$ cat src/design/median_band_mean_hysteresis_filter_top_macros.svh
// ----------------------------------------------------------------------------
// median band mean filter assertion macros
// concurrent assertion shorthands shared by the filter rtl
// ----------------------------------------------------------------------------
`ifndef MEDIAN_BAND_MEAN_HYSTERESIS_FILTER_TOP_MACROS_SVH
`define MEDIAN_BAND_MEAN_HYSTERESIS_FILTER_TOP_MACROS_SVH

// same-cycle implication
`define MBMH_ASSERT_NOW(label, clk, rst, ante, cons, msg) \
   label: assert property (@(posedge clk) disable iff (rst) (ante) |-> (cons)) else $error(msg);

// next-cycle implication
`define MBMH_ASSERT_NEXT(label, clk, rst, ante, cons, msg) \
   label: assert property (@(posedge clk) disable iff (rst) (ante) |=> (cons)) else $error(msg);

`endif

$ cat src/design/mbmh_pkg.sv
// ----------------------------------------------------------------------------
// median band mean filter package
// shared widths, register map, defaults and helper function
// ----------------------------------------------------------------------------
package mbmh_pkg;

   // field widths
   localparam int unsigned SAMPLE_W  = 24;
   localparam int unsigned GRADE_W   = 4;
   localparam int unsigned BAND_W    = 16;
   localparam int unsigned EDGE_W    = 24;
   localparam int unsigned HOLD_W    = 6;

   // parameter defaults
   localparam int unsigned GRADE_MAX_DEF  = 13;
   localparam int unsigned HOLD_LIMIT_DEF = 50;

   // window size is base plus step times grade
   localparam int unsigned SIZE_BASE = 4;
   localparam int unsigned SIZE_STEP = 2;

   // configuration port
   localparam int unsigned CSR_ADDR_W = 4;
   localparam int unsigned CSR_DATA_W = 32;
   localparam int unsigned REG_IDX_W  = 2;
   localparam logic [REG_IDX_W-1:0] REG_GRADE = 2'd0;
   localparam logic [REG_IDX_W-1:0] REG_BAND  = 2'd1;
   localparam logic [REG_IDX_W-1:0] REG_EDGE  = 2'd2;
   localparam logic [GRADE_W-1:0]   GRADE_RST = 4'd13;

   typedef logic signed [SAMPLE_W-1:0] sample_type;
   typedef logic [SAMPLE_W:0]          mag_type;

   // magnitude of the difference of two samples
   function automatic mag_type abs_diff(sample_type a, sample_type b);
      logic signed [SAMPLE_W:0] d;
      d = {a[SAMPLE_W-1], a} - {b[SAMPLE_W-1], b};
      return d[SAMPLE_W] ? mag_type'(-d) : mag_type'(d);
   endfunction

endpackage

$ cat src/design/mbmh_if.sv
// ----------------------------------------------------------------------------
// median band mean filter channels
// valid/ready request and result channels
// ----------------------------------------------------------------------------
interface mbmh_req_if;
   logic                 valid;
   logic                 ready;
   logic                 operation;
   mbmh_pkg::sample_type sample;
   modport source (output valid, operation, sample, input ready);
   modport sink (input valid, operation, sample, output ready);
endinterface

interface mbmh_rsp_if;
   logic                 valid;
   logic                 ready;
   mbmh_pkg::sample_type filtered;
   logic                 stable;
   modport source (output valid, filtered, stable, input ready);
   modport sink (input valid, filtered, stable, output ready);
endinterface

$ cat src/design/median_band_mean_hysteresis_filter_top.sv
// ----------------------------------------------------------------------------
// median band mean hysteresis filter
// weigh-scale sample filter: step pass, settling average, median band mean
// ----------------------------------------------------------------------------
// Takes one request at a time and returns one result per request. A step or
// settling sample passes the write, decide and output states before its
// result is offered (a prime first writes size window entries). A filtered
// sample finds the upper median by ranking candidates against the window
// with one compare unit reading the window memory one entry per cycle; the
// band mean then uses an iterative divider at one quotient bit per cycle.
// The window resets to zero through per-entry valid bits, so no clearing
// pass is needed after reset.
// Configuration must only be written while the block is idle; writes are not
// held off while a request is in work.
`include "median_band_mean_hysteresis_filter_top_macros.svh"

module median_band_mean_hysteresis_filter_top #(
   parameter int unsigned GRADE_MAX  = mbmh_pkg::GRADE_MAX_DEF,
   parameter int unsigned HOLD_LIMIT = mbmh_pkg::HOLD_LIMIT_DEF
) (
   input  logic                              clock,
   input  logic                              reset,
   mbmh_req_if.sink                          req_chan,
   mbmh_rsp_if.source                        rsp_chan,
   input  logic                              csr_psel,
   input  logic                              csr_penable,
   input  logic                              csr_pwrite,
   input  logic [mbmh_pkg::CSR_ADDR_W-1:0]   csr_paddr,
   input  logic [mbmh_pkg::CSR_DATA_W-1:0]   csr_pwdata,
   output logic [mbmh_pkg::CSR_DATA_W-1:0]   csr_prdata,
   output logic                              csr_pready
);
   localparam int unsigned SW     = mbmh_pkg::SAMPLE_W;
   localparam int unsigned DEPTH  = mbmh_pkg::SIZE_BASE + mbmh_pkg::SIZE_STEP * GRADE_MAX;
   localparam int unsigned IDX_W  = $clog2(DEPTH);
   localparam int unsigned CNT_W  = $clog2(DEPTH + 1);
   localparam int unsigned SUM_W  = SW + CNT_W;
   localparam int unsigned GS_W   = $clog2(GRADE_MAX * DEPTH + 2);
   localparam int unsigned THR_W  = mbmh_pkg::BAND_W + GS_W;
   localparam int unsigned TH_W   = (THR_W > mbmh_pkg::EDGE_W) ? THR_W : mbmh_pkg::EDGE_W;
   localparam int unsigned CMP_W  = TH_W + SW + 1;
   localparam int unsigned GW     = mbmh_pkg::GRADE_W;
   localparam int unsigned HW     = mbmh_pkg::HOLD_W;

   // sequencer states
   localparam logic [3:0] S_IDLE  = 4'd0;
   localparam logic [3:0] S_FILL  = 4'd1;
   localparam logic [3:0] S_WRITE = 4'd2;
   localparam logic [3:0] S_DEC   = 4'd3;
   localparam logic [3:0] S_CAND  = 4'd4;
   localparam logic [3:0] S_CLOAD = 4'd5;
   localparam logic [3:0] S_MSCAN = 4'd6;
   localparam logic [3:0] S_ASCAN = 4'd7;
   localparam logic [3:0] S_DIVGO = 4'd8;
   localparam logic [3:0] S_DIV   = 4'd9;
   localparam logic [3:0] S_HYST  = 4'd10;
   localparam logic [3:0] S_OUT   = 4'd11;

   // configuration registers
   logic [GW-1:0]                    grade_ff;
   logic [mbmh_pkg::BAND_W-1:0]      band_ff;
   logic [mbmh_pkg::EDGE_W-1:0]      edge_ff;
   logic [mbmh_pkg::REG_IDX_W-1:0]   reg_idx;
   logic                             csr_wr;

   // sequencer and datapath registers
   logic [3:0]           state_ff, state_in;
   mbmh_pkg::sample_type smp_ff, smp_in;
   logic [CNT_W-1:0]     size_ff, size_in;
   logic [GS_W-1:0]      gs_ff, gs_in;
   logic [THR_W-1:0]     thr_ff, thr_in;
   logic [CNT_W-1:0]     i_ff, i_in;
   logic [CNT_W-1:0]     j_ff, j_in;
   logic                 pv_ff, pv_in;
   mbmh_pkg::sample_type cand_ff, cand_in;
   logic [CNT_W-1:0]     lt_ff, lt_in;
   logic [CNT_W-1:0]     le_ff, le_in;
   mbmh_pkg::sample_type med_ff, med_in;
   logic signed [SUM_W-1:0] sum_ff, sum_in;
   logic [CNT_W-1:0]     cnt_ff, cnt_in;
   logic                 neg_ff, neg_in;
   logic [IDX_W-1:0]     wp_ff, wp_in;
   mbmh_pkg::sample_type held_ff, held_in;
   logic [CNT_W-1:0]     settle_ff, settle_in;
   logic [HW-1:0]        hold_ff, hold_in;
   mbmh_pkg::sample_type mean_ff, mean_in;
   mbmh_pkg::sample_type res_ff, res_in;
   logic                 stb_ff, stb_in;
   logic                 rv_ff, rv_in;
   mbmh_pkg::sample_type rf_ff, rf_in;
   logic                 rs_ff, rs_in;

   // window memory
   mbmh_pkg::sample_type mem [DEPTH];
   logic [DEPTH-1:0]     vld_ff;
   mbmh_pkg::sample_type rd_raw_ff;
   logic                 rd_vld_ff;
   mbmh_pkg::sample_type rd_data;
   logic                 we;
   logic [IDX_W-1:0]     wa;
   logic                 re;
   logic [IDX_W-1:0]     ra;

   // misc combinational
   logic [GW-1:0]        g_clamp;
   logic [CNT_W-1:0]     size_c;
   logic [CNT_W-1:0]     k_rank;
   logic [CNT_W-1:0]     wp_next;
   logic [TH_W-1:0]      thr_max;
   logic                 step_hit;
   logic signed [SW:0]   avg_sum;
   logic [CNT_W-1:0]     lt_n, le_n, cnt_n;
   logic signed [SUM_W-1:0] sum_n;
   logic                 in_band;
   mbmh_pkg::mag_type    hdiff;
   logic [HW-1:0]        hold_inc;
   logic                 div_start;
   logic                 div_done;
   logic [SUM_W-1:0]     div_q;
   logic [SUM_W-1:0]     div_n;
   logic [CNT_W-1:0]     div_d;
   logic [SUM_W-1:0]     q_signed;
   logic                 accept;

   // configuration port
   assign csr_pready = 1'b1;
   assign reg_idx    = csr_paddr[3:2];
   assign csr_wr     = csr_psel && csr_penable && csr_pwrite;

   always_ff @(posedge clock) begin
      if (reset) begin
         grade_ff <= mbmh_pkg::GRADE_RST;
         band_ff  <= '0;
         edge_ff  <= '0;
      end else if (csr_wr) begin
         case (reg_idx)
            mbmh_pkg::REG_GRADE: grade_ff <= csr_pwdata[GW-1:0];
            mbmh_pkg::REG_BAND:  band_ff  <= csr_pwdata[mbmh_pkg::BAND_W-1:0];
            mbmh_pkg::REG_EDGE:  edge_ff  <= csr_pwdata[mbmh_pkg::EDGE_W-1:0];
            default: ;
         endcase
      end
   end

   always_comb begin
      case (reg_idx)
         mbmh_pkg::REG_GRADE: csr_prdata = mbmh_pkg::CSR_DATA_W'(grade_ff);
         mbmh_pkg::REG_BAND:  csr_prdata = mbmh_pkg::CSR_DATA_W'(band_ff);
         mbmh_pkg::REG_EDGE:  csr_prdata = mbmh_pkg::CSR_DATA_W'(edge_ff);
         default:             csr_prdata = '0;
      endcase
   end

   // window memory, registered read
   always_ff @(posedge clock) begin
      if (we) begin
         mem[wa] <= smp_ff;
      end
      if (re) begin
         rd_raw_ff <= mem[ra];
         rd_vld_ff <= vld_ff[ra];
      end
   end

   always_ff @(posedge clock) begin
      if (reset) begin
         vld_ff <= '0;
      end else if (we) begin
         vld_ff[wa] <= 1'b1;
      end
   end

   assign rd_data = rd_vld_ff ? rd_raw_ff : '0;

   // iterative divider for the band mean
   assign div_n = sum_ff[SUM_W-1] ? SUM_W'(-sum_ff) : SUM_W'(sum_ff);
   assign div_d = (cnt_ff == '0) ? CNT_W'(1) : cnt_ff;

   mbmh_div #(
      .N_W (SUM_W),
      .D_W (CNT_W)
   ) u_div (
      .clock    (clock),
      .reset    (reset),
      .start    (div_start),
      .dividend (div_n),
      .divisor  (div_d),
      .done     (div_done),
      .quotient (div_q)
   );

   // handshake
   assign req_chan.ready  = (state_ff == S_IDLE);
   assign accept          = req_chan.valid && (state_ff == S_IDLE);
   assign rsp_chan.valid    = rv_ff;
   assign rsp_chan.filtered = rf_ff;
   assign rsp_chan.stable   = rs_ff;

   // sequencer
   always_comb begin
      g_clamp  = (grade_ff > GW'(GRADE_MAX)) ? GW'(GRADE_MAX) : grade_ff;
      size_c   = CNT_W'(mbmh_pkg::SIZE_BASE) + CNT_W'(mbmh_pkg::SIZE_STEP) * CNT_W'(g_clamp);
      k_rank   = size_ff >> 1;
      wp_next  = CNT_W'(wp_ff) + 1'b1;
      thr_max  = (TH_W'(edge_ff) > TH_W'(thr_ff)) ? TH_W'(edge_ff) : TH_W'(thr_ff);
      step_hit = CMP_W'(mbmh_pkg::abs_diff(smp_ff, held_ff)) >= CMP_W'(thr_max);
      avg_sum  = {held_ff[SW-1], held_ff} + {smp_ff[SW-1], smp_ff};
      lt_n     = lt_ff + CNT_W'(pv_ff && (rd_data < cand_ff));
      le_n     = le_ff + CNT_W'(pv_ff && (rd_data <= cand_ff));
      in_band  = CMP_W'(mbmh_pkg::abs_diff(med_ff, rd_data)) <= CMP_W'(band_ff);
      sum_n    = (pv_ff && in_band) ?
                 sum_ff + {{(SUM_W-SW){rd_data[SW-1]}}, rd_data} : sum_ff;
      cnt_n    = cnt_ff + CNT_W'(pv_ff && in_band);
      hdiff    = mbmh_pkg::abs_diff(mean_ff, held_ff);
      hold_inc = hold_ff + 1'b1;
      q_signed = neg_ff ? SUM_W'(-div_q) : div_q;

      state_in  = state_ff;
      smp_in    = smp_ff;
      size_in   = size_ff;
      gs_in     = gs_ff;
      thr_in    = thr_ff;
      i_in      = i_ff;
      j_in      = j_ff;
      pv_in     = 1'b0;
      cand_in   = cand_ff;
      lt_in     = lt_ff;
      le_in     = le_ff;
      med_in    = med_ff;
      sum_in    = sum_ff;
      cnt_in    = cnt_ff;
      neg_in    = neg_ff;
      wp_in     = wp_ff;
      held_in   = held_ff;
      settle_in = settle_ff;
      hold_in   = hold_ff;
      mean_in   = mean_ff;
      res_in    = res_ff;
      stb_in    = stb_ff;
      rv_in     = rv_ff && !rsp_chan.ready;
      rf_in     = rf_ff;
      rs_in     = rs_ff;
      we        = 1'b0;
      wa        = wp_ff;
      re        = 1'b0;
      ra        = j_ff[IDX_W-1:0];
      div_start = 1'b0;

      case (state_ff)
         S_IDLE: begin
            if (accept) begin
               smp_in  = req_chan.sample;
               size_in = size_c;
               gs_in   = GS_W'(g_clamp) * GS_W'(size_c);
               i_in    = '0;
               if (req_chan.operation) begin
                  wp_in    = '0;
                  state_in = S_FILL;
               end else begin
                  state_in = S_WRITE;
               end
            end
         end
         // prime: write the sample into the first size entries
         S_FILL: begin
            we   = 1'b1;
            wa   = i_ff[IDX_W-1:0];
            i_in = i_ff + 1'b1;
            if (i_ff == size_ff - 1'b1) begin
               state_in = S_WRITE;
            end
         end
         // ring write and threshold product
         S_WRITE: begin
            we       = 1'b1;
            wa       = wp_ff;
            wp_in    = (wp_next >= size_ff) ? '0 : wp_next[IDX_W-1:0];
            thr_in   = THR_W'(band_ff) * THR_W'(gs_ff);
            state_in = S_DEC;
         end
         // step, settling or median path
         S_DEC: begin
            if (step_hit) begin
               held_in   = smp_ff;
               settle_in = CNT_W'(1);
               res_in    = smp_ff;
               stb_in    = 1'b0;
               state_in  = S_OUT;
            end else if (settle_ff != '0 && settle_ff <= k_rank) begin
               settle_in = settle_ff + 1'b1;
               held_in   = avg_sum[SW:1];
               res_in    = avg_sum[SW:1];
               stb_in    = 1'b0;
               state_in  = S_OUT;
            end else begin
               i_in     = '0;
               state_in = S_CAND;
            end
         end
         // fetch the next median candidate
         S_CAND: begin
            re       = 1'b1;
            ra       = i_ff[IDX_W-1:0];
            state_in = S_CLOAD;
         end
         S_CLOAD: begin
            cand_in  = rd_data;
            j_in     = '0;
            lt_in    = '0;
            le_in    = '0;
            state_in = S_MSCAN;
         end
         // rank the candidate against the window
         S_MSCAN: begin
            if (j_ff < size_ff) begin
               re    = 1'b1;
               j_in  = j_ff + 1'b1;
               pv_in = 1'b1;
            end
            lt_in = lt_n;
            le_in = le_n;
            if (j_ff == size_ff && pv_ff) begin
               if (lt_n <= k_rank && k_rank < le_n) begin
                  med_in   = cand_ff;
                  j_in     = '0;
                  sum_in   = '0;
                  cnt_in   = '0;
                  state_in = S_ASCAN;
               end else begin
                  i_in     = i_ff + 1'b1;
                  state_in = S_CAND;
               end
            end
         end
         // accumulate entries within band of the median
         S_ASCAN: begin
            if (j_ff < size_ff) begin
               re    = 1'b1;
               j_in  = j_ff + 1'b1;
               pv_in = 1'b1;
            end
            sum_in = sum_n;
            cnt_in = cnt_n;
            if (j_ff == size_ff && pv_ff) begin
               state_in = S_DIVGO;
            end
         end
         S_DIVGO: begin
            div_start = 1'b1;
            neg_in    = sum_ff[SUM_W-1];
            state_in  = S_DIV;
         end
         S_DIV: begin
            if (div_done) begin
               mean_in  = q_signed[SW-1:0];
               state_in = S_HYST;
            end
         end
         // two-level hysteresis around the held value
         S_HYST: begin
            if (CMP_W'(hdiff) <= CMP_W'(band_ff >> 2)) begin
               stb_in = 1'b1;
               if (hold_inc >= HW'(HOLD_LIMIT)) begin
                  hold_in = '0;
                  held_in = mean_ff;
                  res_in  = mean_ff;
               end else begin
                  hold_in = hold_inc;
                  res_in  = held_ff;
               end
            end else if (CMP_W'(hdiff) <= CMP_W'(band_ff >> 1)) begin
               stb_in  = 1'b1;
               res_in  = held_ff;
               hold_in = '0;
            end else begin
               stb_in  = 1'b0;
               held_in = mean_ff;
               res_in  = mean_ff;
               hold_in = '0;
            end
            state_in = S_OUT;
         end
         // hand the result to the output register once it is free
         S_OUT: begin
            if (!rv_ff || rsp_chan.ready) begin
               rv_in    = 1'b1;
               rf_in    = res_ff;
               rs_in    = stb_ff;
               state_in = S_IDLE;
            end
         end
         default: begin
            state_in = S_IDLE;
         end
      endcase
   end

   always_ff @(posedge clock) begin
      if (reset) begin
         state_ff  <= S_IDLE;
         wp_ff     <= '0;
         held_ff   <= '0;
         settle_ff <= '0;
         hold_ff   <= '0;
         rv_ff     <= 1'b0;
         pv_ff     <= 1'b0;
      end else begin
         state_ff  <= state_in;
         wp_ff     <= wp_in;
         held_ff   <= held_in;
         settle_ff <= settle_in;
         hold_ff   <= hold_in;
         rv_ff     <= rv_in;
         pv_ff     <= pv_in;
      end
      smp_ff  <= smp_in;
      size_ff <= size_in;
      gs_ff   <= gs_in;
      thr_ff  <= thr_in;
      i_ff    <= i_in;
      j_ff    <= j_in;
      cand_ff <= cand_in;
      lt_ff   <= lt_in;
      le_ff   <= le_in;
      med_ff  <= med_in;
      sum_ff  <= sum_in;
      cnt_ff  <= cnt_in;
      neg_ff  <= neg_in;
      mean_ff <= mean_in;
      res_ff  <= res_in;
      stb_ff  <= stb_in;
      rf_ff   <= rf_in;
      rs_ff   <= rs_in;
   end

   // checks
   `MBMH_ASSERT_NOW(a_div_in_wait, clock, reset, div_done, state_ff == S_DIV, "divider finished outside its wait state")
   `MBMH_ASSERT_NOW(a_rank_order, clock, reset, state_ff == S_MSCAN, lt_ff <= le_ff, "median rank counts out of order")
   `MBMH_ASSERT_NEXT(a_busy_after_accept, clock, reset, accept, !req_chan.ready, "request taken while a request is in work")
   `MBMH_ASSERT_NOW(a_wp_range, clock, reset, 1'b1, CNT_W'(wp_ff) < CNT_W'(DEPTH), "ring write pointer beyond window")

endmodule

$ cat src/design/mbmh_div.sv
// ----------------------------------------------------------------------------
// median band mean iterative divider
// unsigned restoring divider, one quotient bit per cycle
// ----------------------------------------------------------------------------
module mbmh_div #(
   parameter int unsigned N_W = 29,
   parameter int unsigned D_W = 5
) (
   input  logic           clock,
   input  logic           reset,
   input  logic           start,
   input  logic [N_W-1:0] dividend,
   input  logic [D_W-1:0] divisor,
   output logic           done,
   output logic [N_W-1:0] quotient
);
   localparam int unsigned C_W = $clog2(N_W + 1);

   logic [D_W-1:0] rem_ff, rem_in;
   logic [N_W-1:0] quo_ff, quo_in;
   logic [D_W-1:0] den_ff, den_in;
   logic [C_W-1:0] cnt_ff, cnt_in;
   logic           busy_ff, busy_in;
   logic           done_ff, done_in;
   logic [D_W:0]   trial;
   logic           fits;

   // one restoring step
   always_comb begin
      trial   = {rem_ff, quo_ff[N_W-1]};
      fits    = trial >= {1'b0, den_ff};
      rem_in  = rem_ff;
      quo_in  = quo_ff;
      den_in  = den_ff;
      cnt_in  = cnt_ff;
      busy_in = busy_ff;
      done_in = 1'b0;
      if (start) begin
         rem_in  = '0;
         quo_in  = dividend;
         den_in  = divisor;
         cnt_in  = '0;
         busy_in = 1'b1;
      end else if (busy_ff) begin
         rem_in = fits ? D_W'(trial - {1'b0, den_ff}) : trial[D_W-1:0];
         quo_in = {quo_ff[N_W-2:0], fits};
         cnt_in = cnt_ff + 1'b1;
         if (cnt_ff == C_W'(N_W - 1)) begin
            busy_in = 1'b0;
            done_in = 1'b1;
         end
      end
   end

   always_ff @(posedge clock) begin
      if (reset) begin
         busy_ff <= 1'b0;
         done_ff <= 1'b0;
         cnt_ff  <= '0;
      end else begin
         busy_ff <= busy_in;
         done_ff <= done_in;
         cnt_ff  <= cnt_in;
      end
      rem_ff <= rem_in;
      quo_ff <= quo_in;
      den_ff <= den_in;
   end

   assign done     = done_ff;
   assign quotient = quo_ff;

endmodule
$ cat src/flat_wrapper.sv
// flat-port wrapper written by rule: the top's interface ports become plain ports
module median_band_mean_hysteresis_filter_top_flat 
#(
   parameter int unsigned GRADE_MAX  = mbmh_pkg::GRADE_MAX_DEF,
   parameter int unsigned HOLD_LIMIT = mbmh_pkg::HOLD_LIMIT_DEF
)
  (clock, reset, csr_psel, csr_penable, csr_pwrite, csr_paddr, csr_pwdata, csr_prdata, csr_pready, req_chan_valid, req_chan_operation, req_chan_sample, req_chan_ready, rsp_chan_valid, rsp_chan_filtered, rsp_chan_stable, rsp_chan_ready);
  mbmh_req_if req_chan_i ();
  mbmh_rsp_if rsp_chan_i ();
  input  logic clock;
  input  logic reset;
  input  logic csr_psel;
  input  logic csr_penable;
  input  logic csr_pwrite;
  input  logic [mbmh_pkg::CSR_ADDR_W-1:0] csr_paddr;
  input  logic [mbmh_pkg::CSR_DATA_W-1:0] csr_pwdata;
  output logic [mbmh_pkg::CSR_DATA_W-1:0] csr_prdata;
  output logic csr_pready;
  input wire logic [$bits(req_chan_i.valid)-1:0] req_chan_valid;
  input wire logic [$bits(req_chan_i.operation)-1:0] req_chan_operation;
  input wire logic [$bits(req_chan_i.sample)-1:0] req_chan_sample;
  output wire logic [$bits(req_chan_i.ready)-1:0] req_chan_ready;
  output wire logic [$bits(rsp_chan_i.valid)-1:0] rsp_chan_valid;
  output wire logic [$bits(rsp_chan_i.filtered)-1:0] rsp_chan_filtered;
  output wire logic [$bits(rsp_chan_i.stable)-1:0] rsp_chan_stable;
  input wire logic [$bits(rsp_chan_i.ready)-1:0] rsp_chan_ready;
  assign req_chan_i.valid = req_chan_valid;
  assign req_chan_i.operation = req_chan_operation;
  assign req_chan_i.sample = req_chan_sample;
  assign req_chan_ready = req_chan_i.ready;
  assign rsp_chan_valid = rsp_chan_i.valid;
  assign rsp_chan_filtered = rsp_chan_i.filtered;
  assign rsp_chan_stable = rsp_chan_i.stable;
  assign rsp_chan_i.ready = rsp_chan_ready;
  median_band_mean_hysteresis_filter_top #(.GRADE_MAX(GRADE_MAX), .HOLD_LIMIT(HOLD_LIMIT)) u_core (.clock(clock), .reset(reset), .req_chan(req_chan_i), .rsp_chan(rsp_chan_i), .csr_psel(csr_psel), .csr_penable(csr_penable), .csr_pwrite(csr_pwrite), .csr_paddr(csr_paddr), .csr_pwdata(csr_pwdata), .csr_prdata(csr_prdata), .csr_pready(csr_pready));
endmodule
$ cat config.mk
export PLATFORM = sky130hd
export DESIGN_NAME = median_band_mean_hysteresis_filter_top_flat
export DESIGN_NICKNAME = d
export VERILOG_FILES = /design/src/design/mbmh_pkg.sv /design/src/design/mbmh_if.sv /design/src/design/median_band_mean_hysteresis_filter_top.sv /design/src/design/mbmh_div.sv /design/src/flat_wrapper.sv
export VERILOG_INCLUDE_DIRS = /design/src /design/src/design
export SDC_FILE = /design/constraint.sdc
export NUM_CORES = 2
export LEC_CHECK = 0
export ABC_AREA = 1
export BUFFER_PORTS_ARGS = -buffer_cell sky130_fd_sc_hd__buf_2
export CELL_PAD_IN_SITES_DETAIL_PLACEMENT = 1
export CELL_PAD_IN_SITES_GLOBAL_PLACEMENT = 1
export CORE_ASPECT_RATIO = 0.75
export CORE_MARGIN = 10
export CORE_UTILIZATION = 38
export CTS_BUF_LIST = sky130_fd_sc_hd__clkbuf_16
export DETAILED_ROUTE_END_ITERATION = 7
export GPL_ROUTABILITY_DRIVEN = 0
export GPL_TIMING_DRIVEN = 1
export MAX_ROUTING_LAYER = met4
export PLACE_DENSITY_LB_ADDON = 0.1
export SLEW_MARGIN = 40
export SYNTH_ARGS = -nofsm -noshare
export SYNTH_HDL_FRONTEND = slang
export SYNTH_SLANG_ARGS = --single-unit
export TNS_END_PERCENT = 1
$ cat constraint.sdc
create_clock -name clock -period 9.85 [get_ports clock]
set_input_delay 1.97 -clock clock [delete_from_list [all_inputs] [get_ports clock]]
set_output_delay 1.97 -clock clock [all_outputs]
set_load 0.02 [all_outputs]
== Word level (Yosys, flattened, before mapping) ==
Memory sizes are Yosys's and may differ from the RTL's. A register that Yosys moved wholly into a read port is not among the register bits.
Cells that the tools add are included.
Widths: inputs -> output; s select.
Storage, ports and cells
  output and inout bits: 60
  memories kept: 1
  RAM bits: 720
  input port bits: 68
  logic and storage cells: 235
  register bits: 407
Cells by class
  reduce and logical (&&, ||, !) cells: 45
  multipliers: 2
  eq/ne operators: 29
  bitwise logic cells: 3
  add/subtract/negate cells: 22
  muxes and demuxes: 79
  $lt $le $gt $ge: 18
Memory list
  u_core.mem: depth 30, width 24, rd ports 1, clocked after memory_dff 1, wr ports 1, RTL line median_band_mean_hysteresis_filter_top.sv:94  | mbmh_pkg::sample_type mem [DEPTH];
Operators with widths (count)
  $mux 29: 6
  $mux 24: 7
  $mux 25: 4
  $mux 5: 18
  $neg 25->25: 3
  $sub 24x24->25: 3
  $pmux 24 s3: 1
  $pmux 29 s2: 1
  $pmux 24 s2: 1
  $pmux 4 s12: 1
  $pmux 5 s2: 4
  $mux 4: 9
  $or 30x30->30: 1
  $add 29x29->29: 1
  $neg 29->29: 1
  $add 24x24->25: 1
  $add 5x1->5 const B: 5
  $ge 25x25->1: 1
  $gt 24x25->1: 1
  $le 25x14->1: 1
  $le 25x15->1: 1
  $le 25x16->1: 1
  $mul 16x9->25: 1
  $le 24x24->1: 1
  other kinds (53): 124

== Depth between registers and ports, before layout ==
  depth after elaboration: 9
  depth in mapped cells: 43

== Modules after synthesis ==
Synthesis repeated with hierarchy kept, for this count alone.
Second synthesis, totals
  cell total of the unflattened synthesis: 6632
  area total of the unflattened synthesis: 63012.9 sq um
By module, submodules not included
  median_band_mean_hysteresis_filter_top: times used 1, sequential area each 31860.6 sq um, area an instance 60873.4 sq um, cells an instance 6395
  mbmh_div: times used 1, sequential area each 1261.2 sq um, area an instance 2139.6 sq um, cells an instance 237

== Worst setup path after synthesis ==
Ideal clock, no wire load.
  kind: register to register
  start point: reg u_core.rd_vld_ff
  end point: reg u_core.sum_ff[0] (enable)
  stages on the path, launching flop included: 37
  data required time: 9390 ps
  arrival time: 6533 ps
  path slack: 2857 ps
  path through: edfxtp_1 > clkbuf_1 > nand2_1 > ha_1 > nand2_1 > inv_1 > nand2_1 > nand2_1 > a21oi_1 > o21ai_0 > nand4_1 > o211ai_1 > or2_2 > nand2_1 > clkinv_1 > clkbuf_1 > nand2_1 > xor2_1 > inv_1 > ha_1 > nand2_1 > nor2_1 > nand2_1 > o211ai_1 > nand3b_1 > o211ai_1 > nand3_1 > nand2_1 > a21oi_1 > nor2_1 > nor2_1 > nand3_1 > nor2_1 > nand2_1 > nor2_1 > nand4_1 > a21boi_0
On the way
  cells in the longest elaborated chain, start to end: 8
Ends and longest elaborated chain
  start, declared: RTL line median_band_mean_hysteresis_filter_top.sv:97  | logic rd_vld_ff;
  start signal, assigned: RTL line median_band_mean_hysteresis_filter_top.sv:161  | rd_vld_ff <= vld_ff[ra];
  $mux 24 *: RTL line median_band_mean_hysteresis_filter_top.sv:173  | assign rd_data = rd_vld_ff ? rd_raw_ff : '0;
  $sub 24x24->25, or another cell as far along: RTL line mbmh_pkg.sv:37  | d = {a[SAMPLE_W-1], a} - {b[SAMPLE_W-1], b};
  $neg 25->25, or another cell as far along: RTL line mbmh_pkg.sv:38  | return d[SAMPLE_W] ? mag_type'(-d) : mag_type'(d);
  $mux 25, or another cell as far along: RTL line mbmh_pkg.sv:38
  $le 25x16->1, or another cell as far along: RTL line median_band_mean_hysteresis_filter_top.sv:210  | in_band = CMP_W'(mbmh_pkg::abs_diff(med_ff, rd_data)) <= CMP_W'(band_ff);
  $logic_and 1x1->1 (on tied branches): RTL line median_band_mean_hysteresis_filter_top.sv:211, median_band_mean_hysteresis_filter_top.sv:323
  $ne 2x1->1 (no source line)
  $reduce_and 4->1 (no source line) *
  end signal, assigned: RTL line median_band_mean_hysteresis_filter_top.sv:426  | sum_ff <= sum_in;
  end, declared: RTL line median_band_mean_hysteresis_filter_top.sv:79  | logic signed [SUM_W-1:0] sum_ff, sum_in;
Mark *: on every way between the ends. The rest lies on a longest branch, timed or not.
A chain may end at the register's enable or synchronous reset.

== Final worst setup path ==
  start point: reg u_core.smp_ff[1]
  end point: reg u_core.held_ff[16]
On the way
  cells in the longest elaborated chain, start to end: 6
Ends and longest elaborated chain
  start, declared: RTL line median_band_mean_hysteresis_filter_top.sv:68  | mbmh_pkg::sample_type smp_ff, smp_in;
  start signal, assigned: RTL line median_band_mean_hysteresis_filter_top.sv:416  | smp_ff <= smp_in;
  $sub 24x24->25: RTL line mbmh_pkg.sv:37
  $neg 25->25: RTL line mbmh_pkg.sv:38
  $mux 25: RTL line mbmh_pkg.sv:38
  $ge 25x25->1: RTL line median_band_mean_hysteresis_filter_top.sv:206  | step_hit = CMP_W'(mbmh_pkg::abs_diff(smp_ff, held_ff)) >= CMP_W'(thr_max);
  $mux 24 / $ne 3x1->1 (equally long branches)
  $pmux 24 s2 / $reduce_and 2->1 (equally long branches)
  end signal, assigned: RTL line median_band_mean_hysteresis_filter_top.sv:410  | held_ff <= held_in;
  end, declared: RTL line median_band_mean_hysteresis_filter_top.sv:83  | mbmh_pkg::sample_type held_ff, held_in;
Parallel ways exist; a longest one is shown, timed or not. The select of a mux whose other input is x is not followed.

==> flow_metrics.env <==
export IMPL_sw_frac_of_total=0.336
export IMPL_post_route_cell_area_sq_mm=0.0707
export IMPL_holdBufCountCts=0
export IMPL_cts_buffers_inserted=118
export IMPL_drv_max_cap_violation_count=0
export IMPL_layout_nets=7282
export IMPL_cts_root_buffer="sky130_fd_sc_hd__clkbuf_16"
export IMPL_global_route_usage_total=0.240
export IMPL_netlist_top_cell_by_area="sky130_fd_sc_hd__edfxtp_1"
export IMPL_syn_area_sq_mm=0.0633
export IMPL_tritoncts="yes"
export IMPL_io_pins=128
export IMPL_timing_critical_path_arrival_ns=8.75
export IMPL_power_density_mw_per_mm2=192
export IMPL_worst_ir_drop_vdd_uv=162
export IMPL_comb_power_share=0.237
export IMPL_cts_clk_slew_worst_paths_ns=0.08
export IMPL_drive_gt1_frac=0.0697
export IMPL_slew_headroom=0.312
export IMPL_share_seq_of_total_power=0.433
export IMPL_post_synth_top_count_cell="sky130_fd_sc_hd__nand2_1"
export IMPL_power_internal_mw=9.02
export IMPL_first_global_vias=49971
export IMPL_synth_enable_flop_cells=1015
export IMPL_cp_required_ns=10.48
export IMPL_drt_iter0_drc=4201
export IMPL_total_number_of_vias=49686
export IMPL_grt_ovfl_total=0
export IMPL_post_cts_setup_buffer_count=0
export IMPL_port_buffers=108
export IMPL_drc=0
export IMPL_drt_pass1_iter_count=6
export IMPL_final_hold_viol_count=0
export IMPL_setup_violations_final=0
export IMPL_synth_top_cell_area_share=0.482
export IMPL_leakagePower_nw=28.9
export IMPL_final_period_minus_worst_setup_slack_ns=8.13
export IMPL_syn_avg_cell_area_sq_um=9.43
export IMPL_netSwitchingPower_mw=4.57
export IMPL_final_critical_path_setup_slack_ns=1.72
export IMPL_worst_pin_slew_ns=1.02
export IMPL_endpoint_kind="register"
export IMPL_asyncSetResetFlopFracSynth=0
export IMPL_timing_setup_tns_ns=0
export IMPL_grt_setup_unrepaired="no"
export IMPL_clock_power_share=0.329
export IMPL_setup_reg_to_reg_worst_slack_ns=1.72
export IMPL_post_dp_cell_area_sq_mm=0.0668
export IMPL_crit_path_start_kind="register"
export IMPL_fmaxAchievable_mhz=123
export IMPL_timing_hold_worst_class="register to register"
export IMPL_fp_dieH_microns=373
export IMPL_drtAntennaViolNets=0
export IMPL_place_detailed_hpwl_microns=154000
export IMPL_synth_top_cells_by_area="sky130_fd_sc_hd__edfxtp_1, sky130_fd_sc_hd__ha_1, sky130_fd_sc_hd__nand2_1, sky130_fd_sc_hd__o21ai_0, sky130_fd_sc_hd__nor2_1"
export IMPL_core_sq_mm=0.165
export IMPL_grt_first_pass_wirelength_microns=328000
export IMPL_final_period_utilization=0.825
export IMPL_netlist_cell_type_count=59
export IMPL_largest_net_degree_at_the_start_of_global_routing=152
export IMPL_run_status="completed"
export IMPL_synth_sequential_area_ratio=0.523
export IMPL_crit_slowest_cell="sky130_fd_sc_hd__nor4_1"
export IMPL_final_max_slew_violation_count=0
export IMPL_routed_via_density=5.46
export IMPL_synthFlopType="sky130_fd_sc_hd__edfxtp_1"
export IMPL_grt_antenna_before_repair=16
export IMPL_die_area_sq_mm=0.183
export IMPL_clockBufferDepth=3
export IMPL_cts_resized=0
export IMPL_clkLatencyLatePin_ns=0.83
export IMPL_cts_sinks=1147
export IMPL_placement_rows=129
export IMPL_worst_path_most_repeated_cell="sky130_fd_sc_hd__nand2_1"
export IMPL_postSynthCellCount=6713
export IMPL_critPathKind="register to register"
export IMPL_die_width_microns=491
export IMPL_dpl_worst_slack_ns=1.92
export IMPL_finalClockSkew_ns=0.105
export IMPL_yosys_warnings=0
export IMPL_syn2layout_area_growth_pct=11.6
export IMPL_h_tree_depth=3
export IMPL_wl_microns=221000
export IMPL_starting_density=0.383
export IMPL_slowest_delay_ns=0.64
export IMPL_timing_critical_path_fanout_max=49
export IMPL_drt_wirelength_per_cell_microns=24.3
export IMPL_commonest_cells_in_the_synthesized_netlist="sky130_fd_sc_hd__nand2_1, sky130_fd_sc_hd__edfxtp_1, sky130_fd_sc_hd__nor2_1"
export IMPL_ys_seq_elements=1147
==> per-layer routing <==
metal,vias up,track usage,wire length (microns)
met3,249,0.0347,13600
li1,23144,-,-
met2,1207,0.339,90500
met4,0,0.0459,4070
met1,25086,0.365,113000
met5,-,-,0
==> worst paths after layout <==
kind | from | end | depth (start not counted)
worst max-delay path | u_core.smp_ff[1] | u_core.held_ff[16] | 34
worst min-delay path | u_core.res_ff[4] | u_core.rsp_chan.filtered[4] | 0
worst max register to register | u_core.smp_ff[1] | u_core.held_ff[16] | 34
worst min register to register | u_core.res_ff[4] | u_core.rsp_chan.filtered[4] | 0
==> power by group through the flow <==
stage / combinational, mW / clock [mW] / sequential [mW]
2_1_floorplan: 1.92 / 0 / 5.97
3_3_place_gp: 3.12 / 0 / 6.00
3_5_place_dp: 3.18 / 0 / 6.00
4_1_cts: 3.20 / 4.56 / 5.90
5_1_grt: 3.59 / 4.76 / 5.91
6_report: 3.22 / 4.48 / 5.89
==> cell usage in the layout, fill, tap and decap left out, types with 12 or more instances in the layout <==
| cell | instances |
|---|---|
| sky130_fd_sc_hd__nand2_1 | 1067 |
| sky130_fd_sc_hd__edfxtp_1 | 1015 |
| sky130_fd_sc_hd__inv_1 | 838 |
| sky130_fd_sc_hd__nor2_1 | 806 |
| sky130_fd_sc_hd__o21ai_0 | 667 |
| sky130_fd_sc_hd__ha_1 | 358 |
| sky130_fd_sc_hd__a21oi_1 | 331 |
| sky130_fd_sc_hd__nand3_1 | 299 |
| sky130_fd_sc_hd__xor2_1 | 143 |
| sky130_fd_sc_hd__dfxtp_1 | 132 |
| sky130_fd_sc_hd__o221ai_1 | 122 |
| sky130_fd_sc_hd__clkbuf_16 | 119 |
| sky130_fd_sc_hd__buf_2 | 107 |
| sky130_fd_sc_hd__buf_4 | 106 |
| sky130_fd_sc_hd__fa_1 | 93 |
| sky130_fd_sc_hd__o211ai_1 | 70 |
| sky130_fd_sc_hd__o22ai_1 | 65 |
| sky130_fd_sc_hd__nand4_1 | 51 |
| sky130_fd_sc_hd__nor3_1 | 51 |
| sky130_fd_sc_hd__xnor2_1 | 47 |
| sky130_fd_sc_hd__clkinv_1 | 44 |
| sky130_fd_sc_hd__a31oi_1 | 39 |
| sky130_fd_sc_hd__nor2_4 | 33 |
| sky130_fd_sc_hd__nor4_1 | 21 |
| sky130_fd_sc_hd__o21a_1 | 17 |
| sky130_fd_sc_hd__clkinv_2 | 17 |
| sky130_fd_sc_hd__o21ai_1 | 13 |
| sky130_fd_sc_hd__or2_2 | 13 |
| sky130_fd_sc_hd__a211oi_1 | 12 |
| sky130_fd_sc_hd__a21boi_0 | 12 |
==> sequential cells by signal, summed over array words and instances, names as in the netlist, 24 cells and up <==
name,count
u_core.cand_ff,24
u_core.edge_ff,24
u_core.held_ff,24
u_core.mean_ff,24
u_core.med_ff,24
u_core.mem,720
u_core.rd_raw_ff,24
u_core.res_ff,24
u_core.rsp_chan.filtered,24
u_core.smp_ff,24
u_core.sum_ff,29
u_core.thr_ff,24
u_core.u_div.quotient,29
u_core.vld_ff,30
==> cell families after synthesis <==
family / after synthesis / share of synthesized area
DFF: 1147 / 0.523
other: 2 / 0.000119
AOI/OAI and AO/OA: 1412 / 0.128
xor gates and xnor gates: 191 / 0.0267
and+or+nand+nor: 2381 / 0.154
adders and majority gates: 451 / 0.100
buffers and inverters: 1129 / 0.0682
==> through the flow <==
stage	total power [mW]	std cells	util	hold WS, ns
CTS	13.7	9092	0.427	0.403
finish	13.6	9098	0.428	0.402
detailed placement	9.18	8867	0.404	0.406
global route	14.3	9097	0.428	0.409
floorplan	7.89	6721	-	0.400
global placement	9.12	8863	0.403	0.404
==> critical path: cells and delay by family, from the launching register on <==
kind            cells  cell delay (ns)
compound gates      7             1.75
xor+xnor            1             0.36
fa+ha+maj           2             0.77
buf+inv             9             1.89
flops               1             0.34
simple gates       15             2.74
==> final cells by class <==
cell class | instances | area, sq um
well taps | 2227 | 2790
flip-flops and latches | 1147 | 33100
multi-input cells | 4445 | 26300
repair buffers | 224 | 1550
clock buffers | 119 | 2980
clock inverters | 106 | 830
inverters | 827 | 3120
fillers | 18785 | 94600
diodes | 3 | 7.51
No activity file was read; power rests on OpenSTA's default activity.
